--- src/rtl/fsot_pkg.sv ---
// ----------------------------------------------------------------------------
// fsot_pkg: shared types and constants of the first-free slot owner table
// Codes, port widths and the control and token structs of the row cells.
// ----------------------------------------------------------------------------
package fsot_pkg;

  // port widths fixed by the transaction format
  localparam int unsigned FUNC_W   = 2;
  localparam int unsigned OWN_W    = 16;
  localparam int unsigned IDX_W    = 10;
  localparam int unsigned STATUS_W = 3;
  localparam int unsigned CFG_W    = 11;

  // defaults of the top-level parameters
  localparam int unsigned SLOT_DEPTH_DEF = 1024;
  localparam int unsigned OWNER_BITS_DEF = 16;

  // occupancy row width, one row per cell
  localparam int unsigned ROW_W = 32;
  localparam int unsigned ROW_LSB_W = 5;
  // row number width carried between cells, enough for the largest table
  localparam int unsigned CELL_ROW_W = 11;

  typedef enum logic [FUNC_W-1:0] {
    FN_RESERVE = 2'd0,
    FN_RELEASE = 2'd1,
    FN_QUERY   = 2'd2
  } func_e;

  typedef enum logic [STATUS_W-1:0] {
    ST_OK        = 3'd0,
    ST_FULL      = 3'd1,
    ST_BAD_OWNER = 3'd2,
    ST_RANGE     = 3'd3,
    ST_FREE      = 3'd4
  } status_e;

  // broadcast from the controller to every cell
  typedef struct packed {
    logic                  clear;
    logic [CFG_W-1:0]      cap;
    logic                  upd_en;
    logic [CELL_ROW_W-1:0] upd_row;
    logic                  upd_full;
  } cell_ctrl_t;

  // search token handed from cell to cell
  typedef struct packed {
    logic                  valid;
    logic                  hit;
    logic [CELL_ROW_W-1:0] row;
  } tok_t;

endpackage

--- src/rtl/fsot_cell.sv ---
// ----------------------------------------------------------------------------
// fsot_cell: one row cell of the slot table search chain
// Holds the full flag of one occupancy row and passes the search token on,
// claiming it when the row still has a free slot.
// ----------------------------------------------------------------------------
module fsot_cell #(
  parameter int unsigned CELL_INDEX = 0
) (
  input  logic                clk_i,
  input  logic                rst_ni,
  input  fsot_pkg::cell_ctrl_t ctrl_i,
  input  fsot_pkg::tok_t      tok_i,
  output fsot_pkg::tok_t      tok_o
);
  import fsot_pkg::*;

  localparam int unsigned CellBase = CELL_INDEX * ROW_W;

  logic full_q, full_d;
  tok_t tok_q, tok_d;

  always_comb begin
    full_d = full_q;
    if (ctrl_i.clear) begin
      // rows wholly beyond the capacity never take a slot
      full_d = (32'(ctrl_i.cap) <= 32'(CellBase));
    end else if (ctrl_i.upd_en && (ctrl_i.upd_row == CELL_ROW_W'(CELL_INDEX))) begin
      full_d = ctrl_i.upd_full;
    end
  end

  always_comb begin
    tok_d = tok_i;
    if (tok_i.valid && !tok_i.hit && !full_q) begin
      tok_d.hit = 1'b1;
      tok_d.row = CELL_ROW_W'(CELL_INDEX);
    end
  end

  always_ff @(posedge clk_i or negedge rst_ni) begin
    if (!rst_ni) begin
      full_q <= 1'b1;
      tok_q  <= '0;
    end else begin
      full_q <= full_d;
      tok_q  <= tok_d;
    end
  end

  assign tok_o = tok_q;

endmodule
--- config.mk ---
export PLATFORM = sky130hd
export DESIGN_NAME = fsot_cell
export DESIGN_NICKNAME = d
export VERILOG_FILES = /design/src/rtl/fsot_pkg.sv /design/src/rtl/fsot_cell.sv
export SDC_FILE = /design/constraint.sdc
export NUM_CORES = 1
export LEC_CHECK = 0
export ABC_AREA = 1
export BUFFER_PORTS_ARGS = -buffer_cell sky130_fd_sc_hd__buf_4
export CAP_MARGIN = 20
export CELL_PAD_IN_SITES_DETAIL_PLACEMENT = 0
export CELL_PAD_IN_SITES_GLOBAL_PLACEMENT = 2
export CORE_AREA = 4 4 68 70
export DETAILED_ROUTE_END_ITERATION = 10
export DIE_AREA = 0 0 72 74
export PLACE_DENSITY_LB_ADDON = 0.2
export SLEW_MARGIN = 5
export SYNTH_ARGS = -nofsm -noshare
export SYNTH_HDL_FRONTEND = slang
export SYNTH_SLANG_ARGS = --single-unit
--- constraint.sdc ---
create_clock -name clk_i -period 0.97 [get_ports clk_i]
set_input_delay 0.194 -clock clk_i [delete_from_list [all_inputs] [get_ports clk_i]]
set_output_delay 0.194 -clock clk_i [all_outputs]
set_load 0.05 [all_outputs]
== Word-level counts from Yosys, hierarchy flattened ==
Index checks and enable logic that the tools add are counted.

* Output and inout port bits: 13
* Bits in registers: 14
* Word-level logic and storage cells: 15

* Magnitude comparators: 1
* Reductions and logical operators: 7
* Mux-type cells: 3

{| class="wikitable"
|+ Operator list
! operator !! count
|-
| $mux 12 || 1
|-
| $le 11x1->1 const B || 1
|-
| $logic_not 11->1 || 1
|-
| $logic_and 1x1->1 || 3
|-
| $logic_not 1->1 || 2
|-
| $mux 1 || 2
|-
| $reduce_bool 2->1 || 1
|}

== Depth between registers and ports, before layout ==
* Word-level depth: 4
* Gate-level depth with buffers: 7
* Gate-level depth less buffers: 7

== Worst setup path after synthesis ==
OpenSTA, ideal clock, no wires.

* Kind: reg2reg
* Start point: reg full_q
* End point: reg tok_q (netlist bit tok_o[11])
* Data arrival time: 0.810 ns
* Period minus slack after synthesis: 0.930 ns
* Path buffers: 1
* Slack: 0.040 ns
* Cell stages (with the launch flop): 4
* Path through: dfstp_2 -> nand3b_4 -> buf_4 -> nand2_1

{| class="wikitable"
|+ RTL lines
! what !! RTL line !! RTL
|-
| start: declaration || fsot_cell.sv:19 || <nowiki>logic full_q, full_d;</nowiki>
|-
| start signal: assignment || fsot_cell.sv:45 || <nowiki>full_q <= full_d;</nowiki>
|-
| end signal: assignment || fsot_cell.sv:46 || <nowiki>tok_q <= tok_d;</nowiki>
|-
| end: declaration || fsot_cell.sv:20 || <nowiki>tok_t tok_q, tok_d;</nowiki>
|}

== Worst setup path after layout ==
* Start point: reg tok_q (netlist bit tok_o[6])
* End point: out tok_o[6] (netlist name)

{| class="wikitable"
|+ RTL lines
! what !! RTL line !! RTL
|-
| end: declaration || fsot_cell.sv:13 || <nowiki>output fsot_pkg::tok_t tok_o</nowiki>
|}

No word-level cell between the ends.

==> results.md <==
* Via density at 3.32
* Synth Area per Inst at 8.45 um2
* Drt drc at 0
* Crit Path Max Fanout at 1
* Status: finished, final reports clean
* WL per Instance at 9.29 um
* Synth Register Bits at 14
* Detail Placement HPWL at 1350 um
* Worst hold path class: primary input to flop
* TritonCTS buffer count at 3
* PD cells at 1360 nW/um2
* Tcrit/Tclk final at 99.3%
* Global-route wire length before repair at 2540 um
* Critical path class: flop to output pin
* Syn Nets at 109
* CTS tree: built
* Final ANT Viol Nets at 0
* Placed Area at 1030 um2
* CTS root buf: clkbuf_8
* Final instance area at 1140 um2
* Clock-pin slew on the worst setup and hold paths at 0.05 ns
* Yosys Warn Count at 0
* Layout Nets at 167
* # Max-Cap Violations at 0
* Peak ir drop on the vdd network at 342 uV
* Site Rows at 23
* WL final at 1640 um
* Synth cell types at 11
* Multi-input logic area at 183 um2
* Layout filler cell count at 445
* Largest net degree at the start of global routing at 15
* Nature of the critical path startpoint: flop
* Crit-path cells: buf_6
* Slew Viols, Final at 0
* Diodes inserted at 0
* Placed instance count at 170
* Synthesized instance count at 69
* Worst Skew at 0.000609 ns
* Slew headroom at 88.0%
* Clock Tree Buf Depth at 2
* Leak Pwr at 0.655 nW
* Area growth syn-to-layout at 96.1%
* Core area at 3970 um2
* Clk_lat worst skew at 0.24 ns
* Fin crit period at 0.964 ns
* Antenna violations before repair at 0
* RSZ-0062 raised after global routing: true
* Die W at 72 um
* Die H at 74 um
* Worst EP required at 0.78 ns
* Pre-antenna DRT Iters at 4
* Final Hold Viols at 0
* CTS sink count at 14
* GR Overflow Total at 0
* Fraction of the yosys area taken by sequential cells at 60.3%
* Non-Filler Instances at 176
* Fmax at 1040 MHz
* Vias in the first global route at 600
* Setup bufs post-CTS at 0
* Nature of the critical path endpoint: output pin
* Initial core utilization at 14.7%
* Tot GR Track Use at 6.01%
* Initial drt markers at 34
* Total die area at 5330 um2
* Critical path buffers and inverters at 1
* Crit-path max cell delay at 0.38 ns
* Share of layout cells above drive strength 1 at 46.8%
* GPL Wtd Cong at 0.731
* # IOs at 53
* H-tree depth at 1
* Area occupied by registers at 352 um2
* WP data arrival at 0.77 ns
* Slew @ Worst Pin at 0.179 ns
* Crit-path slowest cell: dfrtp_1
* Cell Area, Synth at 583 um2
* Delay-heaviest family, CP: flip-flops
* Via count at 584
* I/O Buffers at 52
* # setup viols final at 0
worst reg2reg max path, stage by stage, from the launching register on:
cell and delay, ns:
dfstp_2 0.54, nand3b_2 0.19, nand2_1 0.08, inv_1 0.06
metrics by stage:
step	hold WS, ns	utilization (%)	TNS (ns)	setup slack, ns	power [mW]
floorplan	-0.102	-	0	0.0404	0.844
global placement	0.0514	25.9	0	0.0868	1.04
detailed placement	0.0530	25.9	0	0.0694	1.05
CTS	0.0862	28.5	-0.00682	-0.00493	1.57
global route	0.104	28.8	-0.102	-0.0161	1.63
finish	0.107	28.8	0	0.00649	1.55
synth_stat cells (all sizes together):
master,number,area (um2)
dfstp,1,26.3
buf,1,7.51
nor3,1,5.00
nand3,1,5.00
and2,1,6.26
dfrtp,13,325
inv,14,52.6
nand3b,1,20.0
nand2,24,90.1
nor2,12,45.0
state kept, by name (all words and copies together) (netlist names):
register and count:
tok_o 13, full_q 1
placed cells by master, fill, tap and decap left out, drive strengths merged:
cell | Yosys | routed
and2 | 1 | 1
clkbuf | 0 | 4
inv | 14 | 14
dfrtp | 13 | 13
nor2 | 12 | 12
nand2 | 24 | 24
buf | 1 | 52
nor3 | 1 | 1
dlygate4sd3 | 0 | 1
nand3 | 1 | 1
nand3b | 1 | 2
dfstp | 1 | 1
timing repair:
item | in CTS | in global routing
gates resized for setup | 13 | 0
endpoints found under the hold margin | 13 | 0
hold buffers | 1 | 0
endpoints found under the setup margin | 13 | 20
cloned | 0 | 1
power breakdown:
| part | internal, mW | total [mW] | leakage [nW] | switching, mW |
|---|---|---|---|---|
| clock network | 0.290 | 0.477 | 0.0228 | 0.187 |
| logic | 0.202 | 0.426 | 0.465 | 0.224 |
| registers | 0.627 | 0.647 | 0.167 | 0.0197 |
| total | 1.12 | 1.55 | 0.655 | 0.431 |
worst paths after layout:
path	start	endpoint	slack (ns)	cells past startpoint
setup / recovery	tok_o[6]$_DFF_PN0_	tok_o[6]	0.006	1
hold / removal	tok_i[12]	tok_o[12]$_DFF_PN0_	0.11	1
setup reg to reg	full_q$_DFFE_PN1P_	tok_o[7]$_DFF_PN0_	0.05	3
hold reg to reg	full_q$_DFFE_PN1P_	full_q$_DFFE_PN1P_	0.50	2
max in group asynchronous	rst_ni	full_q$_DFFE_PN1P_	0.39	2
min in group asynchronous	rst_ni	tok_o[8]$_DFF_PN0_	0.34	2
layer usage:
| metal | part of all wire, % | global-route usage, % |
|---|---|---|
| met1 | 42 | 7.40 |
| met2 | 45 | 10.1 |
| met3 | 13 | 1.89 |
| met4 | 0 | 1.88 |
| met5 | 0 | 0 |
final cells by class:
cell class | count | area share (%)
Tap cell | 50 | 5.47
Inverter | 14 | 4.60
Sequential cell | 14 | 30.7
Multi-Input combinational cell | 41 | 16.0
Timing Repair Buffer | 53 | 39.3
Clock buffer | 4 | 3.94
cell families (layout without fill, tap and decap cells):
logic type | count (synthesis) | count (layout) | synth area share [%]
buf+inv | 15 | 71 | 10.3
flops | 14 | 14 | 60.3
simple gates | 40 | 41 | 29.4
Power figures use the tool's default switching activity.
